--- src/hdl/bwr_pkg.sv ---
package bwr_pkg;

   localparam int CsrIndexWidth = 3;
   localparam int CsrDataWidth  = 32;

   localparam logic [CsrIndexWidth-1:0] CSR_RAMP_STEP        = 3'd0;
   localparam logic [CsrIndexWidth-1:0] CSR_RAMP_PERIOD_MS   = 3'd1;
   localparam logic [CsrIndexWidth-1:0] CSR_MAX_MODULATION   = 3'd2;
   localparam logic [CsrIndexWidth-1:0] CSR_DETECT_DISTANCE  = 3'd3;
   localparam logic [CsrIndexWidth-1:0] CSR_BOOST_GAIN       = 3'd4;
   localparam logic [CsrIndexWidth-1:0] CSR_STALL_LIMIT_MS   = 3'd5;

   localparam logic [1:0] STATUS_RUNNING = 2'd0;
   localparam logic [1:0] STATUS_FOUND   = 2'd1;
   localparam logic [1:0] STATUS_TIMEOUT = 2'd2;

   // more than 0.01 cycle in raw q16.16 units
   localparam logic [33:0] MoveEpsRaw = 34'd655;

   localparam logic [15:0] RampStepReset      = 16'd164;
   localparam logic [15:0] RampPeriodReset    = 16'd100;
   localparam logic [15:0] MaxModulationReset = 16'd16384;
   localparam logic [30:0] DetectReset        = 31'd16384;
   localparam logic [15:0] TorqueMarginReset  = 16'd4096;
   localparam logic [31:0] StallTimeoutReset  = 32'd2000;

   typedef struct packed {
      logic [15:0] ramp_step;
      logic [15:0] ramp_period_ms;
      logic [15:0] max_modulation;
      logic [30:0] detect_distance;
      logic [15:0] boost_gain;
      logic [31:0] stall_limit_ms;
   } cfg_type;

   typedef struct packed {
      logic               started;
      logic signed [31:0] reference_position;
      logic signed [32:0] last_moved_position;
      logic [31:0]        last_ramp_time;
      logic [31:0]        last_move_time;
      logic [15:0]        modulation;
   } state_type;

endpackage

--- src/hdl/breakaway_ramp_finder.sv ---
// breakaway ramp finder: open-loop breakaway search for a motor drive
//
// req channel: one transaction per control-loop update, carrying a free-running
// millisecond time and the signed q16.16 encoder position
// rsp channel: one transaction per request, the modulation depth (q2.14) and a
// status of running, breakaway found or stall timeout
// csr channel: register index and data, always ready; writes are meant to
// happen only while no request is in flight
//
// a request lands in an input register, and one pass of update logic
// (subtract and compare on the position, one 16x16 multiply) writes the search
// state and the result register once the result register is free or being
// taken: rsp_valid rises when the result register is written, and one
// transaction is taken every cycle when rsp_ready stays high
// when the receiver stalls, the result register holds and the input register
// still takes one more request; req_ready drops once both are full
// reset clears the search state and loads the default register values; the
// first request after reset arms the search again
module breakaway_ramp_finder
   import bwr_pkg::*;
(
   input  logic                     clock,
   input  logic                     reset,
   input  logic                     req_valid,
   output logic                     req_ready,
   input  logic [31:0]              req_time_ms,
   input  logic signed [31:0]       req_encoder_position,
   output logic                     rsp_valid,
   input  logic                     rsp_ready,
   output logic [15:0]              rsp_drive_modulation,
   output logic [1:0]               rsp_ramp_status,
   input  logic                     csr_valid,
   output logic                     csr_ready,
   input  logic [CsrIndexWidth-1:0] csr_index,
   input  logic [CsrDataWidth-1:0]  csr_data
);

   cfg_type            cfg_ff;
   state_type          state_ff;
   state_type          state_in;
   logic               in_valid_ff;
   logic [31:0]        in_time_ff;
   logic signed [31:0] in_pos_ff;
   logic               rsp_valid_ff;
   logic [15:0]        rsp_mod_ff;
   logic [1:0]         rsp_status_ff;
   logic [15:0]        mod_in;
   logic [1:0]         status_in;
   logic               fire;

   assign fire      = in_valid_ff && (!rsp_valid_ff || rsp_ready);
   assign req_ready = !in_valid_ff || fire;
   assign csr_ready = 1'b1;

   assign rsp_valid            = rsp_valid_ff;
   assign rsp_drive_modulation = rsp_mod_ff;
   assign rsp_ramp_status      = rsp_status_ff;

   always_ff @(posedge clock) begin
      if (reset) begin
         cfg_ff.ramp_step       <= RampStepReset;
         cfg_ff.ramp_period_ms  <= RampPeriodReset;
         cfg_ff.max_modulation  <= MaxModulationReset;
         cfg_ff.detect_distance <= DetectReset;
         cfg_ff.boost_gain      <= TorqueMarginReset;
         cfg_ff.stall_limit_ms  <= StallTimeoutReset;
      end else if (csr_valid && csr_ready) begin
         unique case (csr_index)
            CSR_RAMP_STEP:       cfg_ff.ramp_step       <= csr_data[15:0];
            CSR_RAMP_PERIOD_MS:  cfg_ff.ramp_period_ms  <= csr_data[15:0];
            CSR_MAX_MODULATION:  cfg_ff.max_modulation  <= csr_data[15:0];
            CSR_DETECT_DISTANCE: cfg_ff.detect_distance <= csr_data[30:0];
            CSR_BOOST_GAIN:      cfg_ff.boost_gain      <= csr_data[15:0];
            CSR_STALL_LIMIT_MS:  cfg_ff.stall_limit_ms  <= csr_data;
            default: begin
            end
         endcase
      end
   end

   bwr_step u_step (
      .cfg              (cfg_ff),
      .cur              (state_ff),
      .time_ms          (in_time_ff),
      .encoder_position (in_pos_ff),
      .nxt              (state_in),
      .drive_modulation (mod_in),
      .ramp_status      (status_in)
   );

   always_ff @(posedge clock) begin
      if (reset) begin
         in_valid_ff  <= 1'b0;
         rsp_valid_ff <= 1'b0;
         state_ff     <= '0;
      end else begin
         if (req_ready) begin
            in_valid_ff <= req_valid;
         end
         if (fire) begin
            rsp_valid_ff <= 1'b1;
            state_ff     <= state_in;
         end else if (rsp_ready) begin
            rsp_valid_ff <= 1'b0;
         end
      end
   end

   always_ff @(posedge clock) begin
      if (req_valid && req_ready) begin
         in_time_ff <= req_time_ms;
         in_pos_ff  <= req_encoder_position;
      end
      if (fire) begin
         rsp_mod_ff    <= mod_in;
         rsp_status_ff <= status_in;
      end
   end

   // no result can exist before the search is armed
   a_result_needs_start: assert property (@(posedge clock) disable iff (reset)
      rsp_valid_ff |-> state_ff.started)
      else $error("result present while search not armed");

   a_fire_gives_result: assert property (@(posedge clock) disable iff (reset)
      fire |=> rsp_valid_ff && state_ff.started)
      else $error("update pass did not produce a result");

   a_input_holds: assert property (@(posedge clock) disable iff (reset)
      in_valid_ff && !fire |=> in_valid_ff && $stable(in_time_ff) && $stable(in_pos_ff))
      else $error("pending request lost or changed");

   a_result_holds: assert property (@(posedge clock) disable iff (reset)
      rsp_valid_ff && !rsp_ready |=> rsp_valid_ff && $stable(rsp_mod_ff)
         && $stable(rsp_status_ff))
      else $error("stalled result changed");

   a_status_code: assert property (@(posedge clock) disable iff (reset)
      rsp_valid_ff |-> rsp_status_ff == STATUS_RUNNING || rsp_status_ff == STATUS_FOUND
         || rsp_status_ff == STATUS_TIMEOUT)
      else $error("undefined status code");

endmodule

--- src/hdl/bwr_step.sv ---
module bwr_step
   import bwr_pkg::*;
(
   input  cfg_type            cfg,
   input  state_type          cur,
   input  logic [31:0]        time_ms,
   input  logic signed [31:0] encoder_position,
   output state_type          nxt,
   output logic [15:0]        drive_modulation,
   output logic [1:0]         ramp_status
);

   logic signed [31:0] ref_pos;
   logic signed [32:0] last_moved;
   logic [31:0]        last_ramp;
   logic [31:0]        last_move;
   logic signed [32:0] moved;
   logic signed [33:0] move_delta;
   logic [33:0]        move_delta_abs;
   logic [32:0]        moved_abs;
   logic               move_mark;
   logic               found;
   logic [31:0]        product;
   logic [19:0]        boosted;
   logic [15:0]        boost_sat;
   logic               ramp_due;
   logic [16:0]        ramp_sum;
   logic [15:0]        ramp_mod;
   logic [31:0]        stall_time;

   // the first transaction captures reference and both time marks
   assign ref_pos    = cur.started ? cur.reference_position : encoder_position;
   assign last_moved = cur.started ? cur.last_moved_position
                                   : 33'(encoder_position);
   assign last_ramp  = cur.started ? cur.last_ramp_time : time_ms;
   assign last_move  = cur.started ? cur.last_move_time : time_ms;

   assign moved          = 33'(encoder_position) - 33'(ref_pos);
   assign move_delta     = 34'(moved) - 34'(last_moved);
   assign move_delta_abs = move_delta[33] ? 34'(-move_delta) : 34'(move_delta);
   assign moved_abs      = moved[32] ? 33'(-moved) : 33'(moved);
   assign move_mark      = move_delta_abs > MoveEpsRaw;
   assign found          = moved_abs >= {2'b00, cfg.detect_distance};

   assign product   = cur.modulation * cfg.boost_gain;
   assign boosted   = product[31:12];
   assign boost_sat = (boosted > {4'h0, cfg.max_modulation}) ? cfg.max_modulation
                                                             : boosted[15:0];

   assign ramp_due = (time_ms - last_ramp) >= {16'h0000, cfg.ramp_period_ms};
   assign ramp_sum = {1'b0, cur.modulation} + {1'b0, cfg.ramp_step};
   assign ramp_mod = (ramp_sum > {1'b0, cfg.max_modulation}) ? cfg.max_modulation
                                                             : ramp_sum[15:0];

   always_comb begin
      nxt.started             = 1'b1;
      nxt.reference_position  = ref_pos;
      nxt.last_moved_position = move_mark ? moved : last_moved;
      nxt.last_move_time      = move_mark ? time_ms : last_move;
      nxt.last_ramp_time      = last_ramp;
      nxt.modulation          = cur.modulation;
      ramp_status             = STATUS_RUNNING;
      stall_time              = time_ms - nxt.last_move_time;
      if (found) begin
         nxt.modulation = boost_sat;
         ramp_status    = STATUS_FOUND;
      end else begin
         if (ramp_due) begin
            nxt.last_ramp_time = time_ms;
            nxt.modulation     = ramp_mod;
         end
         if (nxt.modulation >= cfg.max_modulation && stall_time > cfg.stall_limit_ms) begin
            ramp_status = STATUS_TIMEOUT;
         end
      end
      drive_modulation = nxt.modulation;
   end

endmodule
--- config.mk ---
export PLATFORM = sky130hd
export DESIGN_NAME = breakaway_ramp_finder
export DESIGN_NICKNAME = d
export VERILOG_FILES = /design/src/hdl/bwr_pkg.sv /design/src/hdl/breakaway_ramp_finder.sv /design/src/hdl/bwr_step.sv
export SDC_FILE = /design/constraint.sdc
export NUM_CORES = 2
export LEC_CHECK = 0
export BUFFER_PORTS_ARGS = -buffer_cell sky130_fd_sc_hd__clkbuf_2
export CAP_MARGIN = 5
export CORE_MARGIN = 8
export CORE_UTILIZATION = 60
export DETAILED_ROUTE_END_ITERATION = 10
export PLACE_DENSITY = 0.77
export SYNTH_ARGS = -nofsm -noshare
export SYNTH_HDL_FRONTEND = slang
export SYNTH_HIERARCHICAL = 1
export SYNTH_SLANG_ARGS = --single-unit
--- constraint.sdc ---
create_clock -name clock -period 18.8 [get_ports clock]
set_input_delay 0.94 -clock clock [delete_from_list [all_inputs] [get_ports clock]]
set_output_delay 0.94 -clock clock [all_outputs]
set_load 0.02 [all_outputs]
==> results_dict.tcl <==
set metrics [dict create \
    cp_num_buf_inv 3 \
    gp_congestion 1.01 \
    rsz0062_at_grt "no" \
    num_rows 92 \
    hold_buffers 0 \
    yosys_warnings 6 \
    wl_per_cell_um 19.2 \
    grt_pass1_wl_mm 167 \
    p_per_area_mw_per_mm2 79.5 \
    start_util 0.603 \
    ant_nets 0 \
    cp-start-kind "flip-flop" \
    fp.dieH_um 267 \
    syn_inst 4595 \
    slowest_stage "o32ai_1" \
    area_growth_pct 6.73 \
    die_area_sq_mm 0.0712 \
    synth_edf_count 82 \
    cp-end-kind "flip-flop" \
    hold_class "flip-flop to flip-flop" \
    cts_sinks 357 \
    r2r.worst_path.cells 55 \
    ios 125 \
    fp.dieW_um 267 \
    htreeDepth 2 \
    core_area_sq_mm 0.0626 \
    postCtsSetupBuffers 0 \
    cts_resized 0 \
    grt_start_max_net_pins 240 \
    cts_tree "done" \
    finalClockSkew_ns 0.0336 \
    synth_area_leaders "dfxtp_1 15%, ha_1 12%, fa_1 10%, edfxtp_1 6.5%, mux2i_1 6.5%" \
    syn_area_sq_mm 0.0377 \
    tns_ns 0 \
    hold_viol 0 \
    r2r-end "rsp_ramp_status[1]" \
    ys_ff_latch 357 \
    synth_top_area_cell "dfxtp_1" \
    fin_nets 5251 \
    syn_nets 5258 \
    fmax_ghz 0.0717 \
    vias_per_cell 5.97 \
    wirelength_mm 105 \
    synth_top_area_frac 0.146 \
    regToRegSetupSlack_ns 4.85 \
    synth_common_cells "587 x nand2_1, 461 x inv_1, 362 x ha_1, 361 x a21oi_1, 338 x nand2b_1" \
    worstPathArrival_ns 14.27 \
    drive_above_1_share 0.0716 \
    portBuffers 123 \
    tightest_slew_ns 1.19 \
    finalPower_mw 3.20 \
    min_period_ns 13.95 \
    drc 0 \
    peakVddDrop_mv 0.0741 \
    drt-pass1-iter-count 6 \
    ys_types 102 \
    dp_slack_ns 5.07 \
    run_status "finished clean" \
    startpoint "state_ff[145]" \
    seq_area_frac_synth 0.211 \
    grt_pass1_vias 31400 \
    cp_slowest_stage_delay_ns 0.85 \
    synth.most_common_cell "nand2_1" \
    diodes 0 \
    endpoint "rsp_ramp_status[1]" \
    cp_top_family "compound AO/OA/AOI/OAI gates" \
    clk_pin_slew_ns 0.06 \
    track_usage 0.288 \
    grt-ovfl-total 0 \
    maxCapViolCount 0 \
    worstSetupPathType "flip-flop to flip-flop" \
    cts_made_buffers 43 \
    maxSlewHeadroom 0.209 \
    async_flop_share 0 \
    clock_path_buffers 3 \
    cp.depth 55 \
    routed-via-count 32700 \
    timing.final.ws_setup_ns 4.85 \
    final_util 0.643 \
    synth_flop_cell "dfxtp_1" \
    clk-insertion-delay-late_ns 0.60 \
    syn_area_per_cell_sq_um 8.21 \
    setup_viol 0 \
    hpwl_mm 78.9 \
    leakage_nw 17.6 \
    slew_viol_final 0 \
    period_share 0.742 \
    grt_antenna_before_repair 0 \
    crit_required_ns 19.12 \
    critical_path.max_fanout 87 \
    r2r-start "state_ff[145]" \
    drt_iter0_markers 2423 \
    root_buffer "clkbuf_16" \
]
-- worst min-delay path by stage --
stage / start / end / slack, ns / depth (start not counted)
after floorplan: cfg_ff[102] / cfg_ff[102] / 0.44 / 2
after global placement: cfg_ff[61] / cfg_ff[61] / 0.44 / 2
after detailed placement: cfg_ff[17] / cfg_ff[17] / 0.45 / 2
after CTS: cfg_ff[12] / cfg_ff[12] / 0.46 / 2
after global routing: cfg_ff[17] / cfg_ff[17] / 0.47 / 2
final: cfg_ff[1] / cfg_ff[1] / 0.45 / 2
-- metrics by stage --
stage / instance area (sq um) / instances / hold WS (ns)
2_1_floorplan: 37700 / 4595 / 0.436
3_3_place_gp: 38800 / 5389 / 0.443
3_5_place_dp: 38800 / 5389 / 0.447
4_1_cts: 40300 / 5469 / 0.456
5_1_grt: 40300 / 5469 / 0.468
6_report: 40300 / 5469 / 0.455
-- area by class of cell --
class                      instances  area [sq um]
multi-input combinational       3559         27000
fill                            5391         22300
sequential                       357          7970
inverter                         461          1730
clock buffer                      56          1250
tap                              846          1060
timing repair buffer             166           961
clock inverter                    24           264
-- power breakdown --
group | switching [mW] | internal [mW]
logic | 0.875 | 0.555
clock network | 0.374 | 0.521
registers | 0.0406 | 0.837
-- cell usage in the layout (no fill, tap or decap), types with 35 or more instances in the layout --
cell	synthesis	routed
nand2_1	587	587
inv_1	461	461
ha_1	362	362
a21oi_1	361	360
nand2b_1	338	338
dfxtp_1	275	274
mux2i_1	244	244
fa_1	197	197
nor2_1	174	174
o21ai_0	160	160
clkbuf_2	0	122
and2_1	120	120
xnor2_1	113	113
a21o_1	93	93
edfxtp_1	82	82
nor3_1	80	79
nor2b_1	73	71
nand3_1	62	62
clkbuf_16	0	47
xor2_1	43	43
buf_4	38	42
mux2_2	35	35
-- worst min-delay path: cells and delay by family (launching register included) --
| kind | cells | cell delay (ns) |
|---|---|---|
| AOI/OAI and AO/OA | 1 | 0.05 |
| and+or+nand+nor | 1 | 0.05 |
| DFF | 1 | 0.31 |
-- state kept, by name, summed over array words and instances (netlist names) --
| signal | cells |
|---|---|
| rsp_valid | 1 |
| in_time_ff | 32 |
| rsp_drive_modulation | 16 |
| in_valid_ff | 1 |
| state_ff | 146 |
| cfg_ff | 127 |
| in_pos_ff | 32 |
| rsp_ramp_status | 2 |
-- cells by family (layout without fill, tap and decap cells) --
group,Yosys count,after routing,share of synthesized area
other cells,2,2,0.000199
xor+xnor,156,156,0.0362
mux,279,279,0.0752
buf+inv,679,707,0.0733
compound gates,935,935,0.159
simple gates,1619,1619,0.218
fa+ha+maj,568,568,0.227
flops,357,357,0.211
-- metal layers --
layer | vias to the layer above | global-route usage | part of all wire
met2 | 1192 | 0.469 | 0.46
met5 | - | 0 | 0
met1 | 15600 | 0.383 | 0.43
met3 | 219 | 0.0420 | 0.076
li1 | 15700 | - | -
met4 | 0 | 0.112 | 0.038
No activity file was read; power rests on OpenSTA's default activity.
